--- config.mk ---
export PLATFORM = sky130hd
export DESIGN_NAME = uart_power_command_parser
export DESIGN_NICKNAME = d
export VERILOG_FILES = /design/src/sv/ucp_pkg.sv /design/src/sv/ucp_front.sv /design/src/sv/ucp_queue.sv /design/src/sv/ucp_back.sv /design/src/sv/uart_power_command_parser.sv
export VERILOG_INCLUDE_DIRS = /design/src /design/src/sv
export SDC_FILE = /design/constraint.sdc
export NUM_CORES = 1
export LEC_CHECK = 0
export BUFFER_PORTS_ARGS = -buffer_cell sky130_fd_sc_hd__buf_4
export CORE_ASPECT_RATIO = 1.1
export CORE_UTILIZATION = 35
export CTS_BUF_LIST = sky130_fd_sc_hd__clkbuf_4 sky130_fd_sc_hd__clkbuf_8 sky130_fd_sc_hd__clkbuf_16
export DETAILED_ROUTE_END_ITERATION = 6
export GPL_TIMING_DRIVEN = 1
export HOLD_SLACK_MARGIN = 0.08
export MAX_ROUTING_LAYER = met4
export SLEW_MARGIN = 40
export SYNTH_ARGS = -nofsm -noshare
export SYNTH_HDL_FRONTEND = slang
export SYNTH_HIERARCHICAL = 1
export SYNTH_SLANG_ARGS = --single-unit
--- constraint.sdc ---
create_clock -name clk -period 4.2 [get_ports clk]
set_input_delay 1.26 -clock clk [delete_from_list [all_inputs] [get_ports clk]]
set_output_delay 1.26 -clock clk [all_outputs]
set_load 0.005 [all_outputs]
--- src/sv/uart_power_command_parser_macros.svh ---
// Assertion macros for the power command parser.
// Used by the top level; expects signals clk and rst_n in scope.
`ifndef UART_POWER_COMMAND_PARSER_MACROS_SVH
`define UART_POWER_COMMAND_PARSER_MACROS_SVH

// Same-cycle implication, checked out of reset
`define UCP_ASSERT_IMP(label, ante, cons, msg) \
    label: assert property (@(posedge clk) disable iff (!rst_n) (ante) |-> (cons)) \
        else $error(msg);

// Next-cycle implication, checked out of reset
`define UCP_ASSERT_NEXT(label, ante, cons, msg) \
    label: assert property (@(posedge clk) disable iff (!rst_n) (ante) |=> (cons)) \
        else $error(msg);

`endif

--- src/sv/ucp_pkg.sv ---
// Shared types, character constants and text lookups for the power command parser.
// No dependencies.
package ucp_pkg;

    // Parser phase: wait for 'b', 't', ':' or inside the command body
    typedef enum logic [1:0] {
        PH_B     = 2'd0,
        PH_T     = 2'd1,
        PH_COLON = 2'd2,
        PH_BODY  = 2'd3
    } phase_t;

    // Reply attached to a link byte
    typedef enum logic [1:0] {
        REPLY_NONE = 2'd0,
        REPLY_ON   = 2'd1,
        REPLY_OFF  = 2'd2
    } reply_t;

    // One classified request handed from the front to the back
    typedef struct packed {
        logic       host;    // 1: byte from host, forward to link
        logic [7:0] data;    // received byte
        reply_t     reply;   // reply to send before the echo
        logic       power;   // power level after this request
    } ucp_cmd_t;

    localparam logic [7:0] CHAR_B     = 8'h62;
    localparam logic [7:0] CHAR_T     = 8'h74;
    localparam logic [7:0] CHAR_COLON = 8'h3a;
    localparam logic [7:0] CHAR_CR    = 8'h0d;
    localparam logic [7:0] CHAR_LF    = 8'h0a;

    localparam int CMD_ON_LEN  = 11;
    localparam int CMD_OFF_LEN = 12;
    localparam int QUEUE_DEPTH = 4;

    // Character of "bt:power=on" (off = 0) or "bt:power=off" (off = 1)
    function automatic logic [7:0] cmd_char(input logic off, input logic [3:0] idx);
        logic [7:0] c;
        begin
            case (idx)
                4'd0:    c = 8'h62; // b
                4'd1:    c = 8'h74; // t
                4'd2:    c = 8'h3a; // :
                4'd3:    c = 8'h70; // p
                4'd4:    c = 8'h6f; // o
                4'd5:    c = 8'h77; // w
                4'd6:    c = 8'h65; // e
                4'd7:    c = 8'h72; // r
                4'd8:    c = 8'h3d; // =
                4'd9:    c = 8'h6f; // o
                4'd10:   c = off ? 8'h66 : 8'h6e; // f or n
                4'd11:   c = 8'h66; // f
                default: c = 8'h00;
            endcase
            return c;
        end
    endfunction

    // Number of reply bytes for a reply kind
    function automatic logic [2:0] reply_len(input reply_t r);
        logic [2:0] n;
        begin
            case (r)
                REPLY_ON:  n = 3'd4;
                REPLY_OFF: n = 3'd5;
                default:   n = 3'd0;
            endcase
            return n;
        end
    endfunction

    // Reply text: "On\r\n" or "Off\r\n"
    function automatic logic [7:0] reply_char(input reply_t r, input logic [2:0] idx);
        logic [7:0] c;
        begin
            if (r == REPLY_OFF) begin
                case (idx)
                    3'd0:    c = 8'h4f;
                    3'd1:    c = 8'h66;
                    3'd2:    c = 8'h66;
                    3'd3:    c = 8'h0d;
                    default: c = 8'h0a;
                endcase
            end
            else begin
                case (idx)
                    3'd0:    c = 8'h4f;
                    3'd1:    c = 8'h6e;
                    3'd2:    c = 8'h0d;
                    default: c = 8'h0a;
                endcase
            end
            return c;
        end
    endfunction

endpackage

--- src/sv/ucp_front.sv ---
// Front end: accepts received bytes, runs the line parser and classifies each request.
// Depends on ucp_pkg. Feeds ucp_queue.
module ucp_front #(
    parameter int LINE_DEPTH = 32
) (
    input  logic              clk,
    input  logic              rst_n,
    input  logic              in_valid,
    output logic              in_ready,
    input  logic              in_source,
    input  logic [7:0]        in_byte,
    input  logic              q_full,
    output logic              push,
    output ucp_pkg::ucp_cmd_t push_cmd
);
    import ucp_pkg::*;

    localparam int FillW = $clog2(LINE_DEPTH + 1);

    phase_t           phase_reg, phase_next;
    logic [FillW-1:0] fill_reg, fill_next;
    logic             too_long_reg, too_long_next;
    logic             on_ok_reg, on_ok_next;
    logic             off_ok_reg, off_ok_next;
    logic             power_reg, power_next;

    logic             restart;
    logic             line_reset;
    logic             base_on, base_off;
    logic [FillW-1:0] idx;
    reply_t           reply;

    assign in_ready = !q_full;
    assign push     = in_valid && !q_full;

    // Parse one link byte: phase, line tracking and command match
    always_comb
    begin
        phase_next    = phase_reg;
        fill_next     = fill_reg;
        too_long_next = too_long_reg;
        on_ok_next    = on_ok_reg;
        off_ok_next   = off_ok_reg;
        power_next    = power_reg;
        restart       = 1'b0;
        reply         = REPLY_NONE;

        unique case (phase_reg)
            PH_B:
            begin
                if (in_byte == CHAR_B)
                    phase_next = PH_T;
                else
                    restart = 1'b1;
            end
            PH_T:
            begin
                if (in_byte == CHAR_T)
                    phase_next = PH_COLON;
                else
                    restart = 1'b1;
            end
            PH_COLON:
            begin
                if (in_byte == CHAR_COLON)
                    phase_next = PH_BODY;
                else
                    restart = 1'b1;
            end
            PH_BODY:
            begin
                if (in_byte == CHAR_CR || in_byte == CHAR_LF)
                begin
                    restart = 1'b1;
                    if (!too_long_reg && on_ok_reg && fill_reg == FillW'(CMD_ON_LEN))
                    begin
                        reply      = REPLY_ON;
                        power_next = 1'b1;
                    end
                    else if (!too_long_reg && off_ok_reg
                             && fill_reg == FillW'(CMD_OFF_LEN))
                    begin
                        reply      = REPLY_OFF;
                        power_next = 1'b0;
                    end
                end
            end
            default:
            begin
                restart = 1'b1;
            end
        endcase

        if (restart)
            phase_next = (in_byte == CHAR_B) ? PH_T : PH_B;

        // Restart the line in phase 0 and on every restart, then append the byte
        line_reset = restart || (phase_reg == PH_B);
        idx        = line_reset ? '0 : fill_reg;
        base_on    = line_reset ? 1'b1 : on_ok_reg;
        base_off   = line_reset ? 1'b1 : off_ok_reg;
        if (line_reset)
            too_long_next = 1'b0;

        if (idx < FillW'(LINE_DEPTH))
        begin
            fill_next   = idx + FillW'(1);
            on_ok_next  = base_on && (idx < FillW'(CMD_ON_LEN))
                          && (in_byte == cmd_char(1'b0, idx[3:0]));
            off_ok_next = base_off && (idx < FillW'(CMD_OFF_LEN))
                          && (in_byte == cmd_char(1'b1, idx[3:0]));
        end
        else
        begin
            fill_next     = idx;
            too_long_next = 1'b1;
        end
    end

    // Build the request for the queue
    always_comb
    begin
        push_cmd.host  = in_source;
        push_cmd.data  = in_byte;
        push_cmd.reply = in_source ? REPLY_NONE : reply;
        push_cmd.power = in_source ? power_reg : power_next;
    end

    // Advance parser state on accepted link bytes only
    always_ff @(posedge clk or negedge rst_n)
    begin
        if (!rst_n)
        begin
            phase_reg    <= PH_B;
            fill_reg     <= '0;
            too_long_reg <= 1'b0;
            on_ok_reg    <= 1'b0;
            off_ok_reg   <= 1'b0;
            power_reg    <= 1'b0;
        end
        else if (push && !in_source)
        begin
            phase_reg    <= phase_next;
            fill_reg     <= fill_next;
            too_long_reg <= too_long_next;
            on_ok_reg    <= on_ok_next;
            off_ok_reg   <= off_ok_next;
            power_reg    <= power_next;
        end
    end

endmodule

--- src/sv/ucp_queue.sv ---
// Short request queue between the parser front and the transmit back end.
// Depends on ucp_pkg.
module ucp_queue (
    input  logic              clk,
    input  logic              rst_n,
    input  logic              push,
    input  ucp_pkg::ucp_cmd_t push_cmd,
    input  logic              pop,
    output ucp_pkg::ucp_cmd_t head,
    output logic              empty,
    output logic              full
);
    import ucp_pkg::*;

    localparam int PtrW = $clog2(QUEUE_DEPTH);
    localparam int CntW = $clog2(QUEUE_DEPTH + 1);

    ucp_cmd_t        mem [QUEUE_DEPTH];
    logic [PtrW-1:0] wr_ptr_reg;
    logic [PtrW-1:0] rd_ptr_reg;
    logic [CntW-1:0] count_reg, count_next;

    assign empty = (count_reg == '0);
    assign full  = (count_reg == CntW'(QUEUE_DEPTH));
    assign head  = mem[rd_ptr_reg];

    // Track occupancy
    always_comb
    begin
        count_next = count_reg;
        if (push && !pop)
            count_next = count_reg + CntW'(1);
        else if (pop && !push)
            count_next = count_reg - CntW'(1);
    end

    // Store requests
    always_ff @(posedge clk)
    begin
        if (push)
            mem[wr_ptr_reg] <= push_cmd;
    end

    // Advance pointers
    always_ff @(posedge clk or negedge rst_n)
    begin
        if (!rst_n)
        begin
            wr_ptr_reg <= '0;
            rd_ptr_reg <= '0;
            count_reg  <= '0;
        end
        else
        begin
            if (push)
                wr_ptr_reg <= wr_ptr_reg + PtrW'(1);
            if (pop)
                rd_ptr_reg <= rd_ptr_reg + PtrW'(1);
            count_reg <= count_next;
        end
    end

endmodule

--- src/sv/ucp_back.sv ---
// Back end: expands each queued request into reply and echo bytes on the output register.
// Depends on ucp_pkg. Drains ucp_queue.
module ucp_back (
    input  logic              clk,
    input  logic              rst_n,
    input  ucp_pkg::ucp_cmd_t head,
    input  logic              empty,
    output logic              pop,
    output logic              out_valid,
    input  logic              out_ready,
    output logic              out_channel,
    output logic [7:0]        out_byte,
    output logic              out_power,
    output logic              out_last
);
    import ucp_pkg::*;

    logic [2:0] step_reg;
    logic       valid_reg;
    logic       channel_reg;
    logic [7:0] byte_reg;
    logic       power_reg;
    logic       last_reg;

    logic       load;
    logic       final_step;
    logic [2:0] rlen;
    logic       chan_c;
    logic [7:0] byte_c;

    assign rlen       = reply_len(head.reply);
    assign final_step = head.host || (step_reg == rlen);
    assign load       = !empty && (!valid_reg || out_ready);
    assign pop        = load && final_step;

    // Pick the byte for the current step: reply first, then echo
    always_comb
    begin
        if (head.host)
        begin
            chan_c = 1'b1;
            byte_c = head.data;
        end
        else if (step_reg < rlen)
        begin
            chan_c = 1'b1;
            byte_c = reply_char(head.reply, step_reg);
        end
        else
        begin
            chan_c = 1'b0;
            byte_c = head.data;
        end
    end

    // Hold the output register until taken
    always_ff @(posedge clk or negedge rst_n)
    begin
        if (!rst_n)
        begin
            valid_reg <= 1'b0;
            step_reg  <= '0;
        end
        else
        begin
            if (load)
                valid_reg <= 1'b1;
            else if (out_ready)
                valid_reg <= 1'b0;
            if (load)
                step_reg <= final_step ? 3'd0 : step_reg + 3'd1;
        end
    end

    always_ff @(posedge clk)
    begin
        if (load)
        begin
            channel_reg <= chan_c;
            byte_reg    <= byte_c;
            power_reg   <= head.power;
            last_reg    <= final_step;
        end
    end

    assign out_valid   = valid_reg;
    assign out_channel = channel_reg;
    assign out_byte    = byte_reg;
    assign out_power   = power_reg;
    assign out_last    = last_reg;

endmodule

--- src/sv/uart_power_command_parser.sv ---
// Power command parser: link/host byte bridge with "bt:power=on/off" detection.
// Each request passes the queue, then the output register, before it reaches m_tvalid.
// Throughput: one result per cycle from the output register while m_tready is high; a
// host byte gives one result, a link byte its echo after any On or Off reply. A 4-entry
// queue takes input requests every cycle while not full, as earlier replies drain.
// Reset: rst_n asynchronous active low; parser idle, power off, queue and output empty.
module uart_power_command_parser #(
    parameter int LINE_DEPTH = 32
) (
    input  logic        clk,
    input  logic        rst_n,
    input  logic        s_tvalid,
    output logic        s_tready,
    input  logic [7:0]  s_tdata,   // [7:0] rx_byte
    input  logic        s_tuser,   // [0] source
    output logic        m_tvalid,
    input  logic        m_tready,
    output logic [15:0] m_tdata,   // [7:0] tx_byte, [8] power_on, [15:9] zero
    output logic        m_tuser,   // [0] channel
    output logic        m_tlast
);
    import ucp_pkg::*;

    `include "uart_power_command_parser_macros.svh"

    logic       q_push;
    logic       q_pop;
    logic       q_empty;
    logic       q_full;
    ucp_cmd_t   push_cmd;
    ucp_cmd_t   head;
    logic [7:0] tx_byte;
    logic       power_on;

    ucp_front #(
        .LINE_DEPTH (LINE_DEPTH)
    ) u_front (
        .clk       (clk),
        .rst_n     (rst_n),
        .in_valid  (s_tvalid),
        .in_ready  (s_tready),
        .in_source (s_tuser),
        .in_byte   (s_tdata),
        .q_full    (q_full),
        .push      (q_push),
        .push_cmd  (push_cmd)
    );

    ucp_queue u_queue (
        .clk      (clk),
        .rst_n    (rst_n),
        .push     (q_push),
        .push_cmd (push_cmd),
        .pop      (q_pop),
        .head     (head),
        .empty    (q_empty),
        .full     (q_full)
    );

    ucp_back u_back (
        .clk         (clk),
        .rst_n       (rst_n),
        .head        (head),
        .empty       (q_empty),
        .pop         (q_pop),
        .out_valid   (m_tvalid),
        .out_ready   (m_tready),
        .out_channel (m_tuser),
        .out_byte    (tx_byte),
        .out_power   (power_on),
        .out_last    (m_tlast)
    );

    assign m_tdata = {7'b0, power_on, tx_byte};

    // Echo to the host always closes a request
    `UCP_ASSERT_IMP(a_host_echo_last, m_tvalid && !m_tuser, m_tlast, "host echo not last")
    // Only reply bytes precede the final result, and they go to the link
    `UCP_ASSERT_IMP(a_reply_to_link, m_tvalid && !m_tlast, m_tuser, "non-last result to host")
    // A pushed request is present in the queue afterwards
    `UCP_ASSERT_NEXT(a_push_fills, q_push, !q_empty, "queue empty after push")

endmodule
Yosys cells after proc, flatten, opt, wreduce, memory -nomap -nowiden
Memories as Yosys holds them, arrays and structs flattened.
Index checks and enable logic that the tools add are counted.
W data, S select, Z words.
- register bits after elaboration: 34
- bits in latches: 0
- memory bits (writable): 48
- ROM bits: 224
- bits of input ports: 13
- output and inout port bits: 20
- word-level logic and storage cells: 129
- memories: 3
- add/subtract/negate cells: 6
- multiply operators: 0
- divide/modulo/power cells: 0
- $lt $le $gt $ge: 4
- eq/ne operators: 23
- shift operators: 0
- multiplexer cells: 43
- bitwise operators: 0
- reduce and logical (&&, ||, !) cells: 35
- memory list (name ; words ; bits a word ; read ports ; clocked after memory_dff ; write ports ; RTL line ; RTL):
    (name not given) ; 16 ; 7 ; 1 ; 0 ; 0 ; ucp_pkg.sv:42 ; case (idx)
    (name not given) ; 16 ; 7 ; 1 ; 0 ; 0 ; ucp_pkg.sv:42 ;
    u_queue.mem ; 4 ; 12 ; 1 ; 0 ; 1 ; ucp_queue.sv:18 ; ucp_cmd_t mem [QUEUE_DEPTH];
- operator list (cell ; count):
    $pmux W7 S3 ; 2
    $mux W8 ; 5
    $mux W1 ; 19
    $mux W2 ; 9
    $eq A8 B4 Y1 const B ; 2
    $eq A8 B7 Y1 const B ; 2
    $eq A8 B8 Y1 ; 2
    $logic_and A1 B1 Y1 ; 14
    $eq A6 B4 Y1 const B ; 2
    $lt A6 B4 Y1 const B ; 2
    $mux W6 ; 2
    $mux W3 ; 3
    $ne A3 B1 Y1 const B ; 3
    $eq A8 B6 Y1 const B ; 1
    $logic_not A1 Y1 ; 7
    $add A3 B1 Y3 const B ; 2
    $add A6 B1 Y6 const B ; 1
    $eq A2 B2 Y1 const B ; 3
    $eq A3 B2 Y1 const B ; 2
    $logic_not A3 Y1 ; 2
    $lt A6 B6 Y1 const B ; 1
    $pmux W2 S3 ; 1
    $pmux W3 S2 ; 1
    $reduce_and A5 Y1 ; 1
    other kinds (15) ; 22

Longest topological paths before layout
Gate-level depths: netlist of the first run.
- depth after elaboration: 10
- depth in mapped cells: 15
- gate-level depth less buffers: 13

Hierarchy
The synthesis of the first run kept the hierarchy.
- by module, submodules not included (module ; instances ; cells each ; area each (um2) ; seq. area each (um2)):
    ucp_queue ; 1 ; 97 ; 2153.3 ; 1616.6
    ucp_front ; 1 ; 164 ; 1328.8 ; 300.3
    ucp_back ; 1 ; 75 ; 825.8 ; 430.4
    uart_power_command_parser ; 1 ; 9 ; 63.8 ; 0.0

Worst setup path before layout of the first run
Ideal clock, no wire load.
- kind: input port to flip-flop
- start point: in s_tdata[0]
- end point: reg u_front.on_ok_reg
- library setup time: 0.101 ns
- arrival time: 3.557 ns
- required time: 4.099 ns
- path slack: 0.543 ns
- stages on the path: 12
- path buffers: 0
- cell sequence: nand2b_2 > o41ai_2 > nand3_1 > nor2_2 > nand2_1 > ha_1 > nand2b_1 > a22o_1 > xor2_1 > a31oi_1 > o311a_1 > o32ai_1
- longest elaborated chain between the ends: 10
- elaborated cells between the ends (all ways): 22
- classes of those cells: order compare: 2; eq/ne: 6; mux: 8; reduce/logical: 5; memory: 1
- ends and longest elaborated chain (item ; RTL line ; RTL):
    start, declared ; uart_power_command_parser.sv:14 ; input logic [7:0] s_tdata,
    $eq A8 B4 Y1 ; ucp_front.sv:72 ; if (in_byte == CHAR_CR || in_byte == CHAR_LF)
    $logic_or A1 B1 Y1 ; ucp_front.sv:72 ;
    $mux W1 ; ucp_front.sv:72 ;
    $pmux W1 S4 ; ucp_front.sv:48 ; unique case (phase_reg)
    $logic_or A1 B1 Y1 ; ucp_front.sv:98 ; line_reset = restart || (phase_reg == PH_B);
    $mux W6 ; ucp_front.sv:99 ; idx = line_reset ? '0 : fill_reg;
    $mem_v2 Z16 W7 ; - ;
    $mux W8 ; ucp_front.sv:105 ; if (idx < FillW'(LINE_DEPTH))
    $eq A8 B8 Y1 ; ucp_front.sv:109 ; && (in_byte == cmd_char(1'b0, idx[3:0]));
    $logic_and A1 B1 Y1 ; ucp_front.sv:109 ;
    end signal, assigned ; ucp_front.sv:146 ; on_ok_reg <= on_ok_next;
    end, declared ; ucp_front.sv:23 ; logic on_ok_reg, on_ok_next;
Parallel ways exist; a longest one is shown, timed or not. The select of a mux whose other input is x is not followed.
A chain may end at the register's enable or synchronous reset.

Worst setup path in the final report of the first run
Ends and elaborated chain as after synthesis.

==> flow_summary.yaml, run 1 <==
outcome:
  outcome: "finished, final reports clean"
pwr:
  static-leakage-power_nw: 1.830
  irDropWorstVdd_mv: 0.2704
  pwr_density_cell_mw_per_mm2: 687.9
clock_tree:
  tritoncts: "yes"
  numClockSinks: 82
  cts_buffers: 9
  clock_insertion_delay_worst_skew_ns: 0.33
  clk_pin_slew_worst_paths_ns: 0.06
  postCtsSetupRepairBufs: 0
  postCtsResizedCells: 0
  cts_max_path_buffers: 2
  cts_root_buf: "sky130_fd_sc_hd__clkbuf_16"
  cts_max_level: 3
  cts_hold_buf: 0
die:
  core.rowCount: 42
  floorplan.die_area_mm2: 0.01294
  core_region_area_mm2: 0.01209
  die_x_um: 108.6
  initial_core_util_pct: 36.17
  floorplan.io_pins: 33
  die_height_um: 119.2
grt:
  total_grt_overflow: 0
  vias_in_the_first_global_route: 2592
  globalRouteTotalUtil_pct: 13.70
  antenna_found_initial: 0
  global_route_wire_length_before_repair_mm: 13.18
  grt_start_max_net_pins: 24
route:
  detail_route.first_pass.iterations: 4
  dr.first_iter.drc_count: 121
  vias: 2660
  antenna_left: 0
  post_detailed_route_wirelength_per_cell_um: 15.29
  vias_per_cell: 5.106
  post-route-drc-count: 0
  routed_wl_mm: 7.968
sta:
  report.final.hold_viol_count: 0
  post-route-period-util_pct: 87.62
  worst_pin_slew_ns: 0.7141
  setup_viol: 0
  maxSlewViolCount: 0
  minimum_clock_period_after_layout_ns: 3.680
  unrepaired_setup_endpoints_after_global_routing: "false"
  final.setup.worst_slack_ns: 0.5202
  max-slew-margin-rel_pct: 52.40
  setup_tns_ns: 0
  clock-skew-final_ns: 0.007271
  fmaxAchievable_mhz: 271.8
finish:
  areaGrowthSynthToFinish_pct: 11.62
  final_net_count: 397
  regArea_mm2: 0.002347
  antenna-diode-count: 0
  largest_register_ff_count: 48
  post_route_cells_drive_above_1_share_pct: 18.53
  multi_input_comb_area_mm2: 0.001767
  filler_cells_inserted: 1155
  final_cell_area_mm2: 0.004880
synth:
  synth.avg_cell_area_um2: 12.67
  synth.ff_latch_count: 82
  synth_enable_flop_cells: 59
  async_flop_share_pct: 28.05
  synth.yosys.warnings: 6
  synth-main-ff-cell: "sky130_fd_sc_hd__edfxtp_1"
  synth_cell_type_count: 70
  synthesis.instances: 345
  post_synth_instance_area_mm2: 0.004372
  ys_seq_area_share_pct: 53.69
worst_setup_path:
  timing.critical_path.from_type: "input pin"
  critical_path_arrival_ns: 3.91
  path_type_of_the_worst_setup_path: "in2reg"
  worstPathRequired_ns: 4.43
  crit_fanout: 11
  end_kind: "flop"
place:
  detailedPlacementHpwl_mm: 5.676
  buffer_ports.inserted: 25
  dp_worst_setup_slack_ns: 0.1947
  gpl.final_weighted_congestion: 0.8721
  place_area_mm2: 0.004584
run:
  maxCapViolations: 0
min_path:
  worstHoldPathType: "reg2reg"
==> per-stage QoR <==
step	cells	power [W]	hold WS, ns	util [%]
6_report	521	0.003357	0.4900	40.37
5_1_grt	521	0.003608	0.5273	40.37
4_1_cts	521	0.003394	0.4900	40.37
3_5_place_dp	505	0.002624	0.4817	37.93
3_3_place_gp	505	0.002599	0.4736	37.93
2_1_floorplan	351	0.002323	0.4563	-
==> final timing paths <==
| check | startpoint | end | slack (ns) | cells after the start |
|---|---|---|---|---|
| setup / recovery | s_tdata[0] | u_front/on_ok_reg$_DFFE_PN0P_ | 0.52 | 13 |
| hold / removal | u_queue/count_reg[2]$_DFFE_PN0P_ | u_queue/count_reg[2]$_DFFE_PN0P_ | 0.49 | 1 |
| setup reg to reg | u_queue/rd_ptr_reg[1]$_DFFE_PN0P_ | u_queue/count_reg[2]$_DFFE_PN0P_ | 0.95 | 13 |
| hold reg to reg | u_queue/count_reg[2]$_DFFE_PN0P_ | u_queue/count_reg[2]$_DFFE_PN0P_ | 0.49 | 1 |
| max in group asynchronous | rst_n | u_front/power_reg$_DFFE_PN0P_ | 3.11 | 1 |
| min in group asynchronous | rst_n | u_back/out_valid$_DFFE_PN0P_ | 0.83 | 1 |
==> synthesized netlist by cell type (3+ instances only) <==
cell / n / area (um2)
sky130_fd_sc_hd__edfxtp_1: 59 / 1772
sky130_fd_sc_hd__or3_1: 4 / 25.02
sky130_fd_sc_hd__and2_1: 7 / 43.79
sky130_fd_sc_hd__nor4_1: 3 / 18.77
sky130_fd_sc_hd__clkbuf_1: 5 / 18.77
sky130_fd_sc_hd__mux4_2: 8 / 180.2
sky130_fd_sc_hd__buf_4: 17 / 127.6
sky130_fd_sc_hd__or4b_1: 3 / 30.03
sky130_fd_sc_hd__nor2_1: 21 / 78.83
sky130_fd_sc_hd__mux4_1: 4 / 105.1
sky130_fd_sc_hd__xor2_1: 5 / 43.79
sky130_fd_sc_hd__a21oi_1: 9 / 45.04
sky130_fd_sc_hd__mux2i_1: 3 / 30.03
sky130_fd_sc_hd__inv_1: 20 / 75.07
sky130_fd_sc_hd__ha_1: 21 / 262.8
sky130_fd_sc_hd__nand2b_1: 15 / 93.84
sky130_fd_sc_hd__nor3_1: 10 / 50.05
sky130_fd_sc_hd__o31ai_1: 5 / 37.54
sky130_fd_sc_hd__nand2_1: 25 / 93.84
sky130_fd_sc_hd__o21ai_0: 13 / 65.06
sky130_fd_sc_hd__mux2_2: 3 / 33.78
sky130_fd_sc_hd__dfrtp_1: 23 / 575.6
sky130_fd_sc_hd__nand3_1: 3 / 15.01
sky130_fd_sc_hd__buf_6: 3 / 33.78
==> routing by layer <==
| metal | part of all wire (%) | vias to the layer above | GRT usage (%) |
|---|---|---|---|
| li1 | - | 1284 | - |
| met1 | 45 | 1312 | 16.95 |
| met2 | 50 | 55 | 22.23 |
| met3 | 3.9 | 9 | 3.558 |
| met4 | 1.4 | 0 | 3.463 |
| met5 | 0 | - | - |
==> cell type report <==
type / count / area share (%)
Sequential cell: 82 / 48.10
Inverter: 20 / 1.538
Timing Repair Buffer: 27 / 4.154
Clock inverter: 5 / 1.128
Multi-Input combinational cell: 222 / 36.21
Clock buffer: 11 / 4.923
Tap cell: 154 / 3.949
==> cells by family after synthesis <==
family,Yosys count,synth area share (%)
AOI/OAI and AO/OA,55,9.532
xor gates and xnor gates,7,1.402
adders and majority gates,22,6.468
buffers and inverters,47,6.411
DFF,82,53.69
muxes,18,7.985
other,1,0.08578
and+or+nand+nor,113,14.42
==> worst max-delay path, cell delays in order <==
cell	delay (ns)
sky130_fd_sc_hd__buf_4	0.15
sky130_fd_sc_hd__nand2b_2	0.22
sky130_fd_sc_hd__o41ai_4	0.42
sky130_fd_sc_hd__nand3_1	0.17
sky130_fd_sc_hd__nor2_2	0.28
sky130_fd_sc_hd__nand2_1	0.10
sky130_fd_sc_hd__ha_1	0.23
sky130_fd_sc_hd__nand2b_1	0.07
sky130_fd_sc_hd__a22o_1	0.17
sky130_fd_sc_hd__xor2_1	0.16
sky130_fd_sc_hd__a31oi_1	0.09
sky130_fd_sc_hd__o311a_1	0.33
sky130_fd_sc_hd__o32ai_1	0.26
==> where the power goes <==
part	total (W)	internal, W	switching, W
registers	0.00132	0.00115	0.000170
logic	0.00127	0.000596	0.000672
clock network	0.000766	0.000473	0.000293
total	0.00336	0.00222	0.00114
==> cells in the final DEF (no fill, tap or decap), drive strengths merged, types with 2 or more instances in the layout <==
cell type / n
a211o: 2
a21oi: 10
a31oi: 3
and2: 10
buf: 27
clkbuf: 11
clkinv: 3
conb: 7
dfrtp: 23
edfxtp: 59
ha: 21
inv: 21
mux2: 3
mux2i: 3
mux4: 12
nand2: 25
nand2b: 17
nand3: 3
nand3b: 2
nor2: 22
nor2b: 2
nor3: 10
nor4: 3
o21ai: 13
o21bai: 2
o2bb2ai: 2
o31ai: 5
o32ai: 2
o41ai: 3
or3: 4
or3b: 2
or4: 2
or4b: 3
xnor2: 2
xor2: 5
Note: power is estimated with default switching activity, not from simulation.
==> run 2, diff against run 1 <==
- CORE_UTILIZATION: 35 -> 45
- PLACE_DENSITY: default -> 0.59
- SYNTH_HIERARCHICAL: 1 -> default
==> flow_summary.yaml, run 2 <==
route:
  antenna_left: 0
  dr.first_iter.drc_count: 88
  post_detailed_route_wirelength_per_cell_um: 16.01
  post-route-drc-count: 0
  routed_wl_mm: 7.555
  detail_route.first_pass.iterations: 4
  vias: 2558
  vias_per_cell: 5.419
place:
  gpl.final_weighted_congestion: 0.8978
  dp.cells: 456
  detailedPlacementHpwl_mm: 5.327
  buffer_ports.inserted: 25
synth:
  synth.yosys.warnings: 0
  synth-main-ff-cell: "sky130_fd_sc_hd__edfxtp_1"
  synth.ff_latch_count: 82
  synthTopCellsByCount: "sky130_fd_sc_hd__edfxtp_1 (59), sky130_fd_sc_hd__dfrtp_1 (23), sky130_fd_sc_hd__ha_1 (23), sky130_fd_sc_hd__nand2_1 (23), sky130_fd_sc_hd__nor2_1 (21)"
  async_flop_share_pct: 28.05
  synth_enable_flop_cells: 59
  synth_top_cell_by_area: "sky130_fd_sc_hd__edfxtp_1"
  synthesis.instances: 326
  synth_cell_type_count: 51
  post_synth_instance_area_mm2: 0.004135
  ys_seq_area_share_pct: 56.76
  synth_most_common_cell: "sky130_fd_sc_hd__edfxtp_1"
  netlist_top_cells_area: "sky130_fd_sc_hd__edfxtp_1 (43%), sky130_fd_sc_hd__dfrtp_1 (14%), sky130_fd_sc_hd__ha_1 (7.0%)"
  synth.top_cell.area_share_pct: 42.84
  synth.avg_cell_area_um2: 12.68
grt:
  total_grt_overflow: 0
  antenna_found_initial: 0
  globalRouteTotalUtil_pct: 17.85
  global_route_wire_length_before_repair_mm: 12.28
  vias_in_the_first_global_route: 2445
  grt_start_max_net_pins: 24
clock_tree:
  cts_root_buf: "sky130_fd_sc_hd__clkbuf_8"
  clock_insertion_delay_worst_skew_ns: 0.35
  cts_hold_buf: 0
  tritoncts: "yes"
  numClockSinks: 82
  cts_max_path_buffers: 2
  postCtsResizedCells: 0
  cts_buffers: 9
  clk_pin_slew_worst_paths_ns: 0.08
  cts_max_level: 3
  postCtsSetupRepairBufs: 0
sta:
  fmaxAchievable_mhz: 269.4
  minimum_clock_period_after_layout_ns: 3.712
  maxSlewViolCount: 0
  clock-skew-final_ns: 0.01201
  worst_pin_slew_ns: 0.6368
  max-slew-margin-rel_pct: 57.55
  setup_viol: 0
  report.final.hold_viol_count: 0
  unrepaired_setup_endpoints_after_global_routing: "false"
  post-route-period-util_pct: 88.39
  setup_tns_ns: 0
finish:
  largest_register_ff_count: 48
  filler_cells_inserted: 778
  areaGrowthSynthToFinish_pct: 10.65
  layout.cells.most_common: "sky130_fd_sc_hd__edfxtp_1"
  final_net_count: 390
  post_route_cells_drive_above_1_share_pct: 18.99
  antenna-diode-count: 0
  mostFrequentLayoutCells: "sky130_fd_sc_hd__edfxtp_1 (59), sky130_fd_sc_hd__buf_4 (30), sky130_fd_sc_hd__nand2_1 (23), sky130_fd_sc_hd__ha_1 (23), sky130_fd_sc_hd__dfrtp_1 (23)"
  finalNonFillerCells: 472
  final_util_pct: 51.57
worst_setup_path:
  worstPathRequired_ns: 4.47
  rrSetupSlack_ns: 0.92
  buffers_plus_inverters_on_the_worst_setup_path: 2
  crit_path_max_incr_delay_ns: 0.39
  cp_slowest_cell: "sky130_fd_sc_hd__a2111o_1"
  crit_fanout: 9
  path_type_of_the_worst_setup_path: "in2reg"
  timing.critical_path.from_type: "input pin"
  worstPathCellList: "buf_4, or3b_1, a2111o_1, and4b_1, nand2_1, inv_1, ha_1, o21ai_0, o21ai_0, a21boi_0, a32oi_1, nor4b_2, nand4_1, a21oi_1"
  critical_path_arrival_ns: 3.99
  end_kind: "flop"
  cp_common_cell: "sky130_fd_sc_hd__o21ai_0"
  critPathTopFamily: "simple AND/OR/NAND/NOR gates"
outcome:
  outcome: "finished, final reports clean"
die:
  floorplan.die_area_mm2: 0.009577
  die_x_um: 93.40
  initial_core_util_pct: 46.60
  floorplan.io_pins: 33
  core.rowCount: 36
  core_region_area_mm2: 0.008874
  die_height_um: 102.5
pwr:
  irDropWorstVdd_mv: 0.2043
  static-leakage-power_nw: 1.738
  pwr_density_cell_mw_per_mm2: 628.3
run:
  maxCapViolations: 0
min_path:
  worstHoldPathType: "reg2reg"
[run 2: cell families (layout without fill, tap and decap cells)]
family	count (synthesis)	after routing	synth area share (%)
fa+ha+maj	24	24	7.443
other cells	1	7	0.09068
mux	19	19	8.411
simple gates	97	97	12.47
xor+xnor	12	12	2.542
compound gates	53	53	7.746
flops	82	82	56.76
buf+inv	38	64	4.538
[run 2: worst min-delay path, cell delays in order, from the launching register on]
cell                      delay [ns]
sky130_fd_sc_hd__dfrtp_1        0.37
sky130_fd_sc_hd__nand2_1        0.06
sky130_fd_sc_hd__nand2_1        0.05
[run 2: layout make-up]
| class | instances | area, um2 | share of cell area, % |
|---|---|---|---|
| flip-flops and latches | 82 | 2347 | 51.30 |
| clock inverters | 7 | 46.29 | 1.012 |
| multi-input cells | 212 | 1623 | 35.47 |
| well taps | 114 | 142.6 | 3.117 |
| inverters | 18 | 67.56 | 1.477 |
| clock buffers | 9 | 123.9 | 2.707 |
| repair buffers | 30 | 225.2 | 4.922 |
[run 2: stage by stage]
| stage | hold WS [ns] | cell area, um2 | power, W | setup WS, ns |
|---|---|---|---|---|
| global placement | 0.4720 | 4405 | 0.002392 | 0.2434 |
| finish | 0.5029 | 4576 | 0.002875 | 0.4875 |
| CTS | 0.5101 | 4576 | 0.002913 | 0.4953 |
| global route | 0.5206 | 4576 | 0.003084 | 0.2446 |
| detailed placement | 0.4930 | 4405 | 0.002413 | 0.1199 |
| floorplan | 0.4633 | 4158 | 0.002092 | 0.2376 |
[run 2: path summary, 6_finish.rpt]
| check | startpoint | endpoint | cells past startpoint |
|---|---|---|---|
| worst min-delay path | u_back.out_valid$_DFFE_PN0P_ | u_back.out_valid$_DFFE_PN0P_ | 2 |
| worst max register to register | u_queue.rd_ptr_reg[1]$_DFFE_PN0P_ | u_queue.count_reg[2]$_DFFE_PN0P_ | 12 |
| worst min register to register | u_back.out_valid$_DFFE_PN0P_ | u_back.out_valid$_DFFE_PN0P_ | 2 |
| min in group asynchronous | rst_n | u_front.phase_reg[0]$_DFFE_PN0P_ | 1 |
| max in group asynchronous | rst_n | u_front.on_ok_reg$_DFFE_PN0P_ | 1 |
| worst max-delay path | s_tdata[0] | u_front.off_ok_reg$_DFFE_PN0P_ | 14 |
[run 2: routing by layer]
metal	routed length, um	vias to the layer above	GRT usage [%]
met1	3488	1265	21.24
met2	3671	45	29.75
met3	237	12	3.319
met5	0	-	-
li1	-	1236	-
met4	158	0	8.047
[run 2: where the power goes]
part	switching [W]	total [W]	internal, W
logic	0.000568	0.00111	0.000540
registers	0.000132	0.00127	0.00114
clock network	0.000284	0.000496	0.000212
